## config.mk

```make
export PLATFORM = sky130hd
export DESIGN_NAME = priority_wait_queue
export DESIGN_NICKNAME = d
export VERILOG_FILES = /design/src/rtl/pwq_pkg.sv /design/src/rtl/pwq_cell.sv /design/src/rtl/priority_wait_queue.sv
export SDC_FILE = /design/constraint.sdc
export NUM_CORES = 1
export LEC_CHECK = 0
export BUFFER_PORTS_ARGS = -buffer_cell sky130_fd_sc_hd__buf_4
export CORE_MARGIN = 1
export CORE_UTILIZATION = 40
export CTS_BUF_LIST = sky130_fd_sc_hd__clkbuf_8
export CTS_CLUSTER_DIAMETER = 200
export DETAILED_ROUTE_END_ITERATION = 7
export RECOVER_POWER = 50
export SYNTH_ARGS = -nofsm -noshare
export SYNTH_HDL_FRONTEND = slang
export SYNTH_SLANG_ARGS = --single-unit
```

## constraint.sdc

```tcl
create_clock -name i_clk -period 5.15 [get_ports i_clk]
set_input_delay 0.515 -clock i_clk [delete_from_list [all_inputs] [get_ports i_clk]]
set_output_delay 0.515 -clock i_clk [all_outputs]
set_load 0.005 [all_outputs]
```

## src/rtl/pwq_pkg.sv

```systemverilog
// ----------------------------------------------------------------------------
// pwq_pkg
// Shared types and codes for the priority wait queue and its cells.
// ----------------------------------------------------------------------------
`default_nettype none

package pwq_pkg;

    // Operation codes of an input transaction
    localparam logic OP_SUSPEND = 1'b0;
    localparam logic OP_RESUME  = 1'b1;

    // Ordering modes
    localparam logic MODE_FIFO     = 1'b0;
    localparam logic MODE_PRIORITY = 1'b1;

    // Result status codes
    localparam logic [1:0] ST_ENQUEUED = 2'd0;
    localparam logic [1:0] ST_FULL     = 2'd1;
    localparam logic [1:0] ST_RESUMED  = 2'd2;
    localparam logic [1:0] ST_EMPTY    = 2'd3;

    // What a cell shows its neighbors
    typedef struct packed {
        logic       valid;
        logic       ins;     // new entry goes at or before this cell
        logic [7:0] handle;
        logic [7:0] prio;
    } t_link;

    // Broadcast control from the queue controller to every cell
    typedef struct packed {
        logic       insert;
        logic       drain;
        logic       mode;
        logic [7:0] new_handle;
        logic [7:0] new_prio;
    } t_cell_ctrl;

endpackage

`default_nettype wire

```

## src/rtl/pwq_cell.sv

```systemverilog
// ----------------------------------------------------------------------------
// pwq_cell
// One slot of the wait queue: holds a handle and its priority, compares the
// incoming priority locally and shifts toward the tail on insert or toward
// the head on drain.
// ----------------------------------------------------------------------------
`default_nettype none

module pwq_cell (
    input  wire logic              i_clk,
    input  wire logic              i_rst_n,
    input  wire pwq_pkg::t_cell_ctrl i_ctrl,
    input  wire pwq_pkg::t_link    i_left,
    input  wire pwq_pkg::t_link    i_right,
    output pwq_pkg::t_link         o_link
);

    logic       r_valid;
    logic [7:0] r_handle;
    logic [7:0] r_prio;

    logic       w_hit;
    logic       w_ins;
    logic       w_take;
    logic [7:0] w_take_handle;
    logic [7:0] w_take_prio;

    // Local compare: this entry holds a larger priority value than the new one
    assign w_hit = r_valid && (i_ctrl.mode == pwq_pkg::MODE_PRIORITY)
                   && (i_ctrl.new_prio < r_prio);

    // The first hit from the head and every cell behind it shift toward the tail
    assign w_ins = w_hit || i_left.ins;

    // Load on insert when shifted over, or when this is the first empty slot
    assign w_take = (r_valid && w_ins) || (!r_valid && i_left.valid);
    assign w_take_handle = i_left.ins ? i_left.handle : i_ctrl.new_handle;
    assign w_take_prio   = i_left.ins ? i_left.prio   : i_ctrl.new_prio;

    always_ff @(posedge i_clk) begin
        if (!i_rst_n) begin
            r_valid <= 1'b0;
        end else if (i_ctrl.drain) begin
            r_valid  <= i_right.valid;
            r_handle <= i_right.handle;
            r_prio   <= i_right.prio;
        end else if (i_ctrl.insert && w_take) begin
            r_valid  <= 1'b1;
            r_handle <= w_take_handle;
            r_prio   <= w_take_prio;
        end
    end

    assign o_link.valid  = r_valid;
    assign o_link.ins    = w_ins;
    assign o_link.handle = r_handle;
    assign o_link.prio   = r_prio;

endmodule

`default_nettype wire

```

## src/rtl/priority_wait_queue.sv

```systemverilog
// ----------------------------------------------------------------------------
// priority_wait_queue
// Bounded wait queue of thread handles, FIFO or priority ordered, built as a
// row of cells that compare locally and all shift in the same cycle.
// ----------------------------------------------------------------------------
// Suspend: its result is registered the cycle after acceptance.
// Resume all: acceptance enters the drain state, then one result per cycle
//   issues while the output register is free or read, as the row shifts to the head.
// The next transaction is taken once the previous results are issued and the
//   output register is free or being read.
// Reset (synchronous, active low) empties the queue and selects FIFO mode;
//   no clearing pass is needed.
`default_nettype none

module priority_wait_queue #(
    parameter int QUEUE_DEPTH = 16
) (
    input  wire logic       i_clk,
    input  wire logic       i_rst_n,
    // Configuration
    input  wire logic       i_cfg_we,
    input  wire logic       i_cfg_wdata,
    // Input channel
    input  wire logic       i_valid,
    output logic            o_ready,
    input  wire logic       i_operation,
    input  wire logic [7:0] i_thread_handle,
    input  wire logic [7:0] i_thread_priority,
    // Output channel
    output logic            o_valid,
    input  wire logic       i_ready,
    output logic [1:0]      o_status,
    output logic [7:0]      o_resumed_handle,
    output logic            o_last_of_run
);

    typedef enum logic {
        S_IDLE,
        S_DRAIN
    } t_state;

    t_state     r_state;
    logic       r_ordering_mode;
    logic       r_o_valid;
    logic [1:0] r_o_status;
    logic [7:0] r_o_handle;
    logic       r_o_last;

    pwq_pkg::t_cell_ctrl            w_ctrl;
    pwq_pkg::t_link [QUEUE_DEPTH-1:0] w_link;
    pwq_pkg::t_link                 w_head_left;
    pwq_pkg::t_link                 w_tail_right;
    logic [QUEUE_DEPTH-1:0]         w_valid_vec;

    logic w_out_free;
    logic w_out_load;
    logic w_in_acc;
    logic w_full;
    logic w_empty;

    // Handshake
    assign w_out_free = !r_o_valid || i_ready;
    assign o_ready    = (r_state == S_IDLE) && w_out_free;
    assign w_in_acc   = i_valid && o_ready;
    assign w_full     = w_link[QUEUE_DEPTH-1].valid;
    assign w_empty    = !w_link[0].valid;

    // Output register gets a new result this cycle
    assign w_out_load = (r_state == S_IDLE)
                        ? (w_in_acc && !((i_operation == pwq_pkg::OP_RESUME) && !w_empty))
                        : w_ctrl.drain;

    // Broadcast control to the cell row
    assign w_ctrl.insert     = w_in_acc && (i_operation == pwq_pkg::OP_SUSPEND) && !w_full;
    assign w_ctrl.drain      = (r_state == S_DRAIN) && w_out_free;
    assign w_ctrl.mode       = r_ordering_mode;
    assign w_ctrl.new_handle = i_thread_handle;
    assign w_ctrl.new_prio   = i_thread_priority;

    // Row boundaries: head sees an occupied non-shifting neighbor, tail sees empty
    assign w_head_left  = '{valid: 1'b1, ins: 1'b0, handle: 8'd0, prio: 8'd0};
    assign w_tail_right = '{valid: 1'b0, ins: 1'b0, handle: 8'd0, prio: 8'd0};

    // Cell row
    for (genvar g = 0; g < QUEUE_DEPTH; g++) begin : g_cell
        pwq_cell u_cell (
            .i_clk   (i_clk),
            .i_rst_n (i_rst_n),
            .i_ctrl  (w_ctrl),
            .i_left  ((g == 0) ? w_head_left : w_link[(g == 0) ? 0 : g-1]),
            .i_right ((g == QUEUE_DEPTH-1) ? w_tail_right
                                           : w_link[(g == QUEUE_DEPTH-1) ? g : g+1]),
            .o_link  (w_link[g])
        );
        assign w_valid_vec[g] = w_link[g].valid;
    end

    // Controller state and output register
    always_ff @(posedge i_clk) begin
        if (!i_rst_n) begin
            r_state         <= S_IDLE;
            r_ordering_mode <= pwq_pkg::MODE_FIFO;
            r_o_valid       <= 1'b0;
        end else begin
            if (i_cfg_we) begin
                r_ordering_mode <= i_cfg_wdata;
            end
            if (r_o_valid && i_ready && !w_out_load) begin
                r_o_valid <= 1'b0;
            end
            case (r_state)
                S_IDLE: begin
                    if (w_in_acc) begin
                        if (i_operation == pwq_pkg::OP_SUSPEND) begin
                            r_o_valid  <= 1'b1;
                            r_o_status <= w_full ? pwq_pkg::ST_FULL : pwq_pkg::ST_ENQUEUED;
                            r_o_handle <= 8'd0;
                            r_o_last   <= 1'b1;
                        end else if (w_empty) begin
                            r_o_valid  <= 1'b1;
                            r_o_status <= pwq_pkg::ST_EMPTY;
                            r_o_handle <= 8'd0;
                            r_o_last   <= 1'b1;
                        end else begin
                            r_state <= S_DRAIN;
                        end
                    end
                end
                S_DRAIN: begin
                    // Issue head entry while the row shifts toward the head
                    if (w_out_free) begin
                        r_o_valid  <= 1'b1;
                        r_o_status <= pwq_pkg::ST_RESUMED;
                        r_o_handle <= w_link[0].handle;
                        r_o_last   <= !w_link[1].valid;
                        if (!w_link[1].valid) begin
                            r_state <= S_IDLE;
                        end
                    end
                end
                default: begin
                    r_state <= S_IDLE;
                end
            endcase
        end
    end

    assign o_valid          = r_o_valid;
    assign o_status         = r_o_status;
    assign o_resumed_handle = r_o_handle;
    assign o_last_of_run    = r_o_last;

`ifndef SYNTHESIS
    // Occupied cells always form a run starting at the head
    a_contiguous: assert property (@(posedge i_clk) disable iff (!i_rst_n)
        ((w_valid_vec + 1'b1) & w_valid_vec) == '0)
        else $error("queue cells not contiguous");

    // Draining only happens with an entry at the head
    a_drain_head: assert property (@(posedge i_clk) disable iff (!i_rst_n)
        (r_state == S_DRAIN) |-> w_link[0].valid)
        else $error("drain with empty head");

    // No new transaction is taken while a drain is running
    a_drain_block: assert property (@(posedge i_clk) disable iff (!i_rst_n)
        (r_state == S_DRAIN) |-> !o_ready)
        else $error("input ready during drain");

    // A suspend gives exactly one final result in the next cycle
    a_suspend_result: assert property (@(posedge i_clk) disable iff (!i_rst_n)
        (w_in_acc && (i_operation == pwq_pkg::OP_SUSPEND)) |=> (o_valid && o_last_of_run))
        else $error("suspend result missing");
`endif

endmodule

`default_nettype wire
```

==> results of run 1 <==
critical path, delay by kind of cell (launching register included):
family	cells	cell delay [ns]
and+or+nand+nor	2	0.40
buffers and inverters	3	2.07
DFF	1	0.42
AOI/OAI and AO/OA	3	1.02
muxes	1	0.16
flip-flops by register name, indices dropped and copies added, names as in the netlist:
register,cells
g_cell.u_cell.r_handle,128
g_cell.u_cell.r_prio,128
g_cell.u_cell.r_valid,16
o_last_of_run,1
o_resumed_handle,8
o_status,2
o_valid,1
r_ordering_mode,1
r_state,1
through the flow:
step	total power [W]	hold WS (ns)	instance area (sq um)
detailed placement	0.00345	0.508	18300
global route	0.00580	0.0842	19300
finish	0.00559	0.115	19300
floorplan	0.00321	0.469	17700
global placement	0.00342	0.505	18300
CTS	0.00562	0.0790	19300
metal layers:
layer / vias to the layer above / GRT usage [%] / routed length [microns]
met5: - / 0 / 0
met4: 0 / 12.6 / 2530
met2: 657 / 37.9 / 25000
met1: 7143 / 34.1 / 24200
met3: 163 / 4.74 / 4370
li1: 6664 / - / -
worst paths after layout:
check                                                              to  cells past startpoint
worst max-delay path             g_cell[5].u_cell.r_prio[2]$_DFFE_PP_                      9
worst min-delay path                     r_ordering_mode$_SDFFE_PN0P_                      3
worst max register to register   g_cell[5].u_cell.r_prio[2]$_DFFE_PP_                      9
worst min register to register  g_cell[14].u_cell.r_prio[0]$_DFFE_PP_                      2
final cells by class:
| type | instances | area (sq um) | share of cell area (%) |
|---|---|---|---|
| sequential | 286 | 8400 | 43.5 |
| inverter | 117 | 439 | 2.28 |
| tap | 585 | 732 | 3.79 |
| timing repair buffer | 74 | 544 | 2.82 |
| clock inverter | 37 | 229 | 1.19 |
| multi-input combinational | 1236 | 8170 | 42.3 |
| clock buffer | 57 | 785 | 4.07 |
kinds of logic (layout without fill, tap and decap cells):
group,Yosys count,in the layout
flops,286,286
simple gates,536,536
mux,108,108
fa+ha+maj,105,105
compound gates,487,487
buf+inv,279,285
power groups by stage:
stage	Clock [W]	Sequential, W	Combinational, W
2_1_floorplan	0	0.00272	0.000498
3_3_place_gp	0	0.00274	0.000684
3_5_place_dp	0	0.00274	0.000711
4_1_cts	0.00222	0.00269	0.000710
5_1_grt	0.00231	0.00270	0.000787
6_report	0.00219	0.00269	0.000714
cells in the mapped netlist (9+ instances only):
library cell,number,area share [%]
buf_1,12,0.26
a21o_1,15,0.64
ha_1,105,7.4
dfxtp_1,19,2.2
clkbuf_1,114,2.4
and2_1,27,0.96
nand2b_1,9,0.32
edfxtp_1,267,45
a211oi_1,18,0.77
nand2_1,251,5.3
o21ai_0,147,4.2
a221o_1,33,1.9
o211ai_1,26,1.1
buf_2,29,0.82
nor2b_1,11,0.39
a21oi_1,77,2.2
inv_1,117,2.5
o31ai_1,19,0.81
nor2_1,87,1.8
mux2i_1,101,5.7
a31oi_1,53,1.9
a211o_1,9,0.45
o311ai_1,48,2.4
nand3_1,49,1.4
nand4_1,67,2.4
==> results.sh, run 1 <==
export IMPL_rows=76
export IMPL_first_global_vias=14500
export IMPL_fp_dieW_microns=212
export IMPL_path_cells="clkbuf_1 -> nand3b_1 -> a221o_1 -> a21oi_1 -> or3_1 -> clkbuf_1 -> mux2i_1 -> o21ai_0 -> buf_4"
export IMPL_synthesis_area_sq_um=17700
export IMPL_hold_buffers=0
export IMPL_worstHoldStart="i_cfg_wdata"
export IMPL_avgViaCountPerCell=6.11
export IMPL_final_hold_viol_count=0
export IMPL_cts_made_buffers=52
export IMPL_diodes=0
export IMPL_track_usage_pct=25.0
export IMPL_fin_cells=2392
export IMPL_numClockSinks=286
export IMPL_finalNetCount=1895
export IMPL_yosys_warnings=0
export IMPL_hp_class="in -> reg"
export IMPL_vdd_drop_max_mv=0.211
export IMPL_p_comb_share_pct=12.8
export IMPL_synthMuxAreaShare_pct=6.17
export IMPL_cts_buffer_depth=3
export IMPL_syn_num_nets=1929
export IMPL_area_delta_synth_final_pct=9.29
export IMPL_tightest_slew_ns=3.00
export IMPL_cts_root_buf="clkbuf_8"
export IMPL_tns_ns=0
export IMPL_fin_ws_ns=0.738
export IMPL_synth_xor_area_share_pct=0
export IMPL_die_h_microns=212
export IMPL_max_freq_mhz=227
export IMPL_synth_top_family_by_area="compound AO/OA/AOI/OAI gates"
export IMPL_outcome="complete, but fails checks"
export IMPL_worstPathRequired_ns=5.49
export IMPL_fillers=4125
export IMPL_drt_initial_drc_count=1577
export IMPL_path_common_cell="clkbuf_1"
export IMPL_crit_start="r_ordering_mode$_SDFFE_PN0P_"
export IMPL_layout_commonest_cell="edfxtp_1"
export IMPL_worstReg2RegStart="r_ordering_mode$_SDFFE_PN0P_"
export IMPL_antenna_left=0
export IMPL_critPathKind="reg -> reg"
export IMPL_synthCells=1801
export IMPL_power_density_nw_per_um2=290
export IMPL_timing_slew_headroom_pct=-101
export IMPL_setup_viol=0
export IMPL_grt_max_degree=216
export IMPL_worst_r2r_setup_slack_ns=0.74
export IMPL_dieArea_sq_um=45000
export IMPL_cp_end_kind="flip-flop"
export IMPL_remaining_drc_errors=0
export IMPL_period_minus_slack_ns=4.41
export IMPL_violations="capacitance limit, slew limit"
export IMPL_syn_area_per_cell_sq_um=9.80
export IMPL_async_reset_ff_share_pct=0
export IMPL_num_vias=14600
export IMPL_dp_hpwl_microns=37500
export IMPL_cp_slowest_stage_delay_ns=0.94
export IMPL_synth_seq_area_share_pct=47.6
export IMPL_utilization_pct=44.6
export IMPL_clk_latency_ns=0.67
export IMPL_p_sw_w=0.00156
export IMPL_io_buffers=35
export IMPL_intPower_w=0.00404
export IMPL_pwr_share_clk_pct=39.1
export IMPL_fin_crit_sh_pct=85.7
export IMPL_overflow=0
export IMPL_cp_slowest_cell="clkbuf_1"
export IMPL_final_cell_mix="edfxtp_1, nand2_1, o21ai_0"
export IMPL_clk_pin_slew_worst_paths_ns=0.06
export IMPL_leakagePower_nw=7.62
export IMPL_crit_fanout=17
export IMPL_grt_first_pass_wirelength_microns=85100
export IMPL_dp_cells=2298
export IMPL_cp_arrival_ns=4.75
export IMPL_worstSetupStartpointType="flip-flop"
export IMPL_firstDrtPassIters=5
export IMPL_rsz0062_at_grt="no"
export IMPL_core_area_sq_um=43300
export IMPL_ys_types=67
export IMPL_synth_edf_count=267
export IMPL_synthAdderAreaFrac_pct=7.44
export IMPL_yosys_register_bits=286
export IMPL_cap_violations=2
export IMPL_htree_levels=2
export IMPL_place_gp_congestion=0.870
export IMPL_cts_resized=0
export IMPL_synth_simple_gate_area_share_pct=14.2
export IMPL_slew_viol_final=172
export IMPL_swShare_pct=27.8
export IMPL_post_cts_buffers=0
export IMPL_dp_slack_ns=1.02
export IMPL_routed_wl_microns=56100
export IMPL_antenna_found_initial=0
export IMPL_clock_skew_ns=0.0452
export IMPL_synth_flop_cell="edfxtp_1"
export IMPL_start_util_pct=40.8
export IMPL_wl_per_cell_microns=23.5
export IMPL_synth_compound_area_share_pct=18.3
export IMPL_seq_power_share_pct=48.1
export IMPL_pin_count=36
export IMPL_cts_tree="done"
export IMPL_drive_gt1_share_pct=9.24
Note: power is estimated with default switching activity, not from simulation.
==> run 2: changes to the inputs <==
--- a/config.mk
+++ b/config.mk
@@ -11,6 +11,7 @@
 export CTS_BUF_LIST = sky130_fd_sc_hd__clkbuf_8
 export CTS_CLUSTER_DIAMETER = 200
 export DETAILED_ROUTE_END_ITERATION = 7
+export PLACE_DENSITY = 0.61
 export RECOVER_POWER = 50
 export SYNTH_ARGS = -nofsm -noshare
 export SYNTH_HDL_FRONTEND = slang
==> run 2 against run 1 <==
Net effect:
- setup slack gained 0.081 ns
- largest power group unchanged
- the run still ends with capacitance limit, slew limit left
- core utilization did not move
- hold slack improved by 0.028 ns
- register-to-register slack improved by 0.08 ns
- sequential power barely moved
- cell count hardly changed
- clock skew is 0.016 ns lower
- clock-buffer cell count rose by 3
- power rose by 1.1%
- cell area did not move
- sequential share of layout area unchanged
- wire length shrank 1.9%
==> results.sh, run 2 (synthesized netlist as in run 1, its figures left out) <==
export IMPL_outcome="complete, but fails checks"
export IMPL_violations="capacitance limit, slew limit"
export IMPL_r2r_end="g_cell[1].u_cell.r_handle[1]$_DFFE_PP_"
export IMPL_cp_endpoint="g_cell[1].u_cell.r_handle[1]$_DFFE_PP_"
export IMPL_avgViaCountPerCell=6.09
export IMPL_hold_buffers=0
export IMPL_area_delta_synth_final_pct=9.29
export IMPL_pwr_share_clk_pct=39.8
export IMPL_track_usage_pct=24.7
export IMPL_worstPathRequired_ns=5.43
export IMPL_antenna_left=0
export IMPL_finalNetCount=1891
export IMPL_cp_slowest_cell="and2_0"
export IMPL_final_cell_mix="edfxtp_1, nand2_1, o21ai_0"
export IMPL_grt_max_degree=111
export IMPL_tightest_slew_ns=3.02
export IMPL_antenna_found_initial=0
export IMPL_p_comb_share_pct=12.6
export IMPL_r2r_cells=11
export IMPL_dp_hpwl_microns=36900
export IMPL_rows=76
export IMPL_cts_resized=0
export IMPL_cts_tree="done"
export IMPL_worst_r2r_setup_slack_ns=0.82
export IMPL_p_sw_w=0.00153
export IMPL_first_global_vias=14100
export IMPL_cp_arrival_ns=4.61
export IMPL_crit_start="g_cell[0].u_cell.r_prio[7]$_DFFE_PP_"
export IMPL_critPathBufInv=3
export IMPL_cp_top_family="simple AND/OR/NAND/NOR gates"
export IMPL_wl_per_cell_microns=23.0
export IMPL_swShare_pct=27.1
export IMPL_period_minus_slack_ns=4.33
export IMPL_diodes=0
export IMPL_met3_length_microns=4250
export IMPL_htree_levels=2
export IMPL_timing_slew_headroom_pct=-102
export IMPL_numClockSinks=286
export IMPL_reg_top3="g_cell.u_cell.r_handle x128, g_cell.u_cell.r_prio x128, g_cell.u_cell.r_valid x16"
export IMPL_cts_buffer_depth=3
export IMPL_intPower_w=0.00412
export IMPL_fp_dieW_microns=212
export IMPL_top_layer="met4"
export IMPL_layout_commonest_cell="edfxtp_1"
export IMPL_slew_viol_final=300
export IMPL_tns_ns=0
export IMPL_met2_length_microns=24700
export IMPL_grt_first_pass_wirelength_microns=84600
export IMPL_drt_initial_drc_count=1630
export IMPL_hold_path_cell_count=3
export IMPL_cp_end_kind="flip-flop"
export IMPL_vdd_drop_max_mv=0.163
export IMPL_cp_slowest_stage_delay_ns=1.30
export IMPL_cts_made_buffers=52
export IMPL_place_gp_congestion=0.870
export IMPL_clock_skew_ns=0.0297
export IMPL_worstReg2RegStart="g_cell[0].u_cell.r_prio[7]$_DFFE_PP_"
export IMPL_cts_root_buf="clkbuf_8"
export IMPL_max_freq_mhz=231
export IMPL_fin_crit_sh_pct=84.1
export IMPL_utilization_pct=44.6
export IMPL_die_h_microns=212
export IMPL_power_density_nw_per_um2=293
export IMPL_path_depth=11
export IMPL_cap_violations=4
export IMPL_pin_count=36
export IMPL_drive_gt1_share_pct=8.59
export IMPL_final_hold_viol_count=0
export IMPL_m1WireLength_microns=24300
export IMPL_seq_power_share_pct=47.6
export IMPL_overflow=0
export IMPL_path_cells="inv_1 -> ha_1 -> and4_1 -> o21ai_0 -> o211ai_1 -> clkbuf_1 -> and2_0 -> nand2_1 -> o211ai_1 -> a21boi_1 -> clkbuf_2"
export IMPL_firstDrtPassIters=8
export IMPL_routed_wl_microns=55000
export IMPL_worstSetupStartpointType="flip-flop"
export IMPL_rsz0062_at_grt="no"
export IMPL_io_buffers=35
export IMPL_num_vias=14600
export IMPL_path_common_cell="o211ai_1"
export IMPL_setup_viol=0
export IMPL_post_cts_buffers=0
export IMPL_start_util_pct=40.8
export IMPL_remaining_drc_errors=0
export IMPL_clk_latency_ns=0.64
export IMPL_clk_pin_slew_worst_paths_ns=0.06
export IMPL_dieArea_sq_um=45000
export IMPL_crit_fanout=17
export IMPL_leakagePower_nw=7.64
export IMPL_hp_class="in -> reg"
export IMPL_critPathKind="reg -> reg"
export IMPL_core_area_sq_um=43300
[run 2: per-stage QoR]
step | cell area, sq um | hold WS, ns | total power [W] | worst slack (ns) | cells
floorplan | 17700 | 0.469 | 0.00321 | 1.17 | 1801
global placement | 18300 | 0.509 | 0.00342 | 1.09 | 2294
detailed placement | 18300 | 0.509 | 0.00344 | 1.04 | 2294
CTS | 19400 | 0.0987 | 0.00566 | 1.46 | 2390
global route | 19300 | 0.146 | 0.00585 | 0.587 | 2390
finish | 19300 | 0.143 | 0.00565 | 0.820 | 2390
[run 2: how the worst min path moves through the flow]
| stage | slack [ns] | from | to |
|---|---|---|---|
| floorplan | 0.47 | g_cell[15].u_cell.r_valid$_SDFFE_PP0P_ | g_cell[15].u_cell.r_valid$_SDFFE_PP0P_ |
| global placement | 0.51 | g_cell[15].u_cell.r_prio[0]$_SDFFCE_PP0P_ | g_cell[14].u_cell.r_prio[0]$_DFFE_PP_ |
| detailed placement | 0.51 | g_cell[15].u_cell.r_handle[5]$_SDFFCE_PP0P_ | g_cell[14].u_cell.r_handle[5]$_DFFE_PP_ |
| CTS | 0.1 | i_cfg_wdata | r_ordering_mode$_SDFFE_PN0P_ |
| global route | 0.15 | i_operation | o_status[1]$_SDFFCE_PP1P_ |
| finish | 0.14 | i_cfg_wdata | r_ordering_mode$_SDFFE_PN0P_ |
[run 2: tightest hold or removal path, cell delays in order]
cell and delay, ns:
buf_4 0.08, mux2i_1 0.06, nor2b_1 0.10
[run 2: area by class of cell]
cell class	instances	area, sq um
Clock buffer	60	826
Clock inverter	36	224
Fill cell	4199	24000
Inverter	117	439
Multi-Input combinational cell	1236	8150
Sequential cell	286	8400
Tap cell	585	732
Timing Repair Buffer	70	526
[run 2: routing by layer]
layer | vias up | global-route usage (%)
met5 | - | 0
met4 | 0 | 9.05
met3 | 123 | 3.99
met2 | 639 | 38.1
met1 | 7126 | 34.9
li1 | 6663 | -
[run 2: power by group through the flow]
stage	Clock (W)	Sequential [W]	Combinational (W)
CTS	0.00227	0.00269	0.000705
global placement	0	0.00274	0.000682
floorplan	0	0.00272	0.000498
finish	0.00225	0.00269	0.000711
detailed placement	0	0.00274	0.000704
global route	0.00237	0.00270	0.000784
==> run 3: changes to the inputs <==
==> constraint.sdc (replaced) <==
create_clock -name i_clk -period 4.1 [get_ports i_clk]
set_input_delay 0.41 -clock i_clk [delete_from_list [all_inputs] [get_ports i_clk]]
set_output_delay 0.41 -clock i_clk [all_outputs]
set_load 0.005 [all_outputs]
==> run 3 against run 2 <==
Net effect:
- the run still ends with capacitance limit, slew limit left
- sequential share of layout area shrank 0.076 points
- die area stayed put
- wire length increased by 1.1%
- critical path type unchanged
==> results.sh, run 3 (synthesized netlist as in run 1, its figures left out) <==
export IMPL_worstHoldStart="i_cfg_wdata"
export IMPL_cts_buffer_depth=3
export IMPL_intPower_w=0.00492
export IMPL_dp_hpwl_microns=37700
export IMPL_drive_gt1_share_pct=9.37
export IMPL_rsz0062_at_grt="no"
export IMPL_swShare_pct=27.7
export IMPL_rows=76
export IMPL_grt_max_degree=215
export IMPL_place_gp_congestion=0.874
export IMPL_post_cts_buffers=0
export IMPL_htree_levels=2
export IMPL_avgViaCountPerCell=6.06
export IMPL_die_h_microns=212
export IMPL_cp_top_family="compound AO/OA/AOI/OAI gates"
export IMPL_dieArea_sq_um=45000
export IMPL_violations="capacitance limit, slew limit"
export IMPL_utilization_pct=44.7
export IMPL_max_freq_mhz=274
export IMPL_cts_resized=0
export IMPL_p_sw_w=0.00189
export IMPL_r2r_cells=11
export IMPL_leakagePower_nw=7.68
export IMPL_finalNetCount=1914
export IMPL_tns_ns=0
export IMPL_clock_skew_ns=0.0443
export IMPL_fin_crit_sh_pct=88.9
export IMPL_tightest_slew_ns=2.03
export IMPL_diodes=0
export IMPL_setup_viol=0
export IMPL_track_usage_pct=25.1
export IMPL_hp_class="in -> reg"
export IMPL_crit_start="g_cell[2].u_cell.r_prio[1]$_DFFE_PP_"
export IMPL_overflow=0
export IMPL_hold_path_cell_count=3
export IMPL_timing_slew_headroom_pct=-35.6
export IMPL_worst_r2r_setup_slack_ns=0.46
export IMPL_fp_dieW_microns=212
export IMPL_wl_per_cell_microns=23.1
export IMPL_holdPathEnd="r_ordering_mode$_SDFFE_PN0P_"
export IMPL_io_buffers=35
export IMPL_power_density_nw_per_um2=352
export IMPL_hold_buffers=0
export IMPL_vdd_drop_max_mv=0.221
export IMPL_power_w=0.00680
export IMPL_start_util_pct=40.8
export IMPL_cp_end_kind="flip-flop"
export IMPL_multi_input_area_sq_um=8160
export IMPL_cp_arrival_ns=3.98
export IMPL_remaining_drc_errors=0
export IMPL_fin_cells=2410
export IMPL_cp_slowest_stage_delay_ns=0.70
export IMPL_crit_fanout=11
export IMPL_reg_top3="g_cell.u_cell.r_handle x128, g_cell.u_cell.r_prio x128, g_cell.u_cell.r_valid x16"
export IMPL_antenna_left=0
export IMPL_dp_cells=2317
export IMPL_clk_pin_slew_worst_paths_ns=0.06
export IMPL_final_seq_area_sq_um=8400
export IMPL_critPathBufInv=3
export IMPL_firstDrtPassIters=5
export IMPL_seq_power_share_pct=49.7
export IMPL_cts_root_buf="clkbuf_8"
export IMPL_r2r_end="g_cell[4].u_cell.r_prio[3]$_DFFE_PP_"
export IMPL_worstSetupStartpointType="flip-flop"
export IMPL_worstPathRequired_ns=4.43
export IMPL_p_comb_share_pct=13.3
export IMPL_cts_tree="done"
export IMPL_numClockSinks=286
export IMPL_period_minus_slack_ns=3.64
export IMPL_grt_first_pass_wirelength_microns=86100
export IMPL_antenna_found_initial=0
export IMPL_critPathKind="reg -> reg"
export IMPL_cap_violations=2
export IMPL_first_global_vias=14500
export IMPL_slew_viol_final=312
export IMPL_routed_wl_microns=55600
export IMPL_path_cells="inv_1 -> ha_1 -> o211ai_1 -> a21oi_1 -> o41a_1 -> o211ai_2 -> clkbuf_1 -> nor3_2 -> a211o_1 -> nand2_1 -> buf_4"
export IMPL_pwr_share_clk_pct=37.0
export IMPL_fillers=4165
export IMPL_cts_made_buffers=52
export IMPL_worstReg2RegStart="g_cell[2].u_cell.r_prio[1]$_DFFE_PP_"
export IMPL_final_cell_mix="edfxtp_1, nand2_1, o21ai_0"
export IMPL_drt_initial_drc_count=1523
export IMPL_outcome="complete, but fails checks"
export IMPL_cp_slowest_cell="clkbuf_1"
export IMPL_final_hold_viol_count=0
export IMPL_core_area_sq_um=43300
export IMPL_clk_latency_ns=0.66
export IMPL_area_delta_synth_final_pct=9.48
export IMPL_num_vias=14600
export IMPL_layout_commonest_cell="edfxtp_1"
export IMPL_pin_count=36
export IMPL_fin_hold_ws_ns=0.0410
run 3: changes by cell type in the layout (fill, tap and decap cells not counted), moves of 3 or more:
cell	previous run	this run
o311ai_1	40	48
buf_4	43	60
clkbuf_2	3	7
bufinv_16	3	0
o311ai_0	8	0
clkbuf_8	60	56
run 3: area by class of cell:
| cell class | instances | area share, % |
|---|---|---|
| well taps | 585 | 3.79 |
| clock buffers | 56 | 3.99 |
| clock inverters | 37 | 0.790 |
| repair buffers | 93 | 3.52 |
| flip-flops and latches | 286 | 43.4 |
| inverters | 117 | 2.27 |
| multi-input cells | 1236 | 42.2 |
run 3: power by group through the flow:
stage	clock (W)	combinational, W	sequential (W)
after floorplan	0	0.000626	0.00341
after global placement	0	0.000870	0.00344
after detailed placement	0	0.000900	0.00344
after global routing	0.00267	0.000998	0.00339
after CTS	0.00255	0.000901	0.00338
final	0.00252	0.000905	0.00338
run 3: worst max-delay path by stage:
stage	to	slack, ns	cells past startpoint
2_1_floorplan	g_cell[13].u_cell.r_handle[0]$_DFFE_PP_	0.23	9
3_3_place_gp	g_cell[11].u_cell.r_prio[1]$_DFFE_PP_	0.53	10
3_5_place_dp	g_cell[11].u_cell.r_prio[4]$_DFFE_PP_	0.46	10
4_1_cts	g_cell[11].u_cell.r_prio[4]$_DFFE_PP_	0.66	10
5_1_grt	g_cell[7].u_cell.r_prio[5]$_DFFE_PP_	0.24	11
6_report	g_cell[4].u_cell.r_prio[3]$_DFFE_PP_	0.46	11
run 3: routing by layer:
metal | wire length, microns | part of all wire [%] | track usage (%) | up-vias
met3 | 4100 | 7.4 | 3.97 | 152
met2 | 25500 | 46 | 39.5 | 693
met5 | 0 | 0 | 0 | -
met4 | 2200 | 4.0 | 11.3 | 0
li1 | - | - | - | 6703
met1 | 23800 | 43 | 33.9 | 7048
run 3: through the flow:
| step | worst slack, ns | cell area, sq um |
|---|---|---|
| finish | 0.456 | 19300 |
| global route | 0.242 | 19300 |
| CTS | 0.659 | 19400 |
| global placement | 0.531 | 18500 |
| detailed placement | 0.461 | 18500 |
| floorplan | 0.230 | 17700 |
run 3: worst register-to-register path, stage by stage (launching register included):
cell	delay, ns
edfxtp_1	0.39
inv_1	0.11
ha_1	0.23
o211ai_1	0.17
a21oi_1	0.06
o41a_1	0.43
o211ai_2	0.32
clkbuf_1	0.70
nor3_2	0.22
a211o_1	0.34
nand2_1	0.16
buf_4	0.22
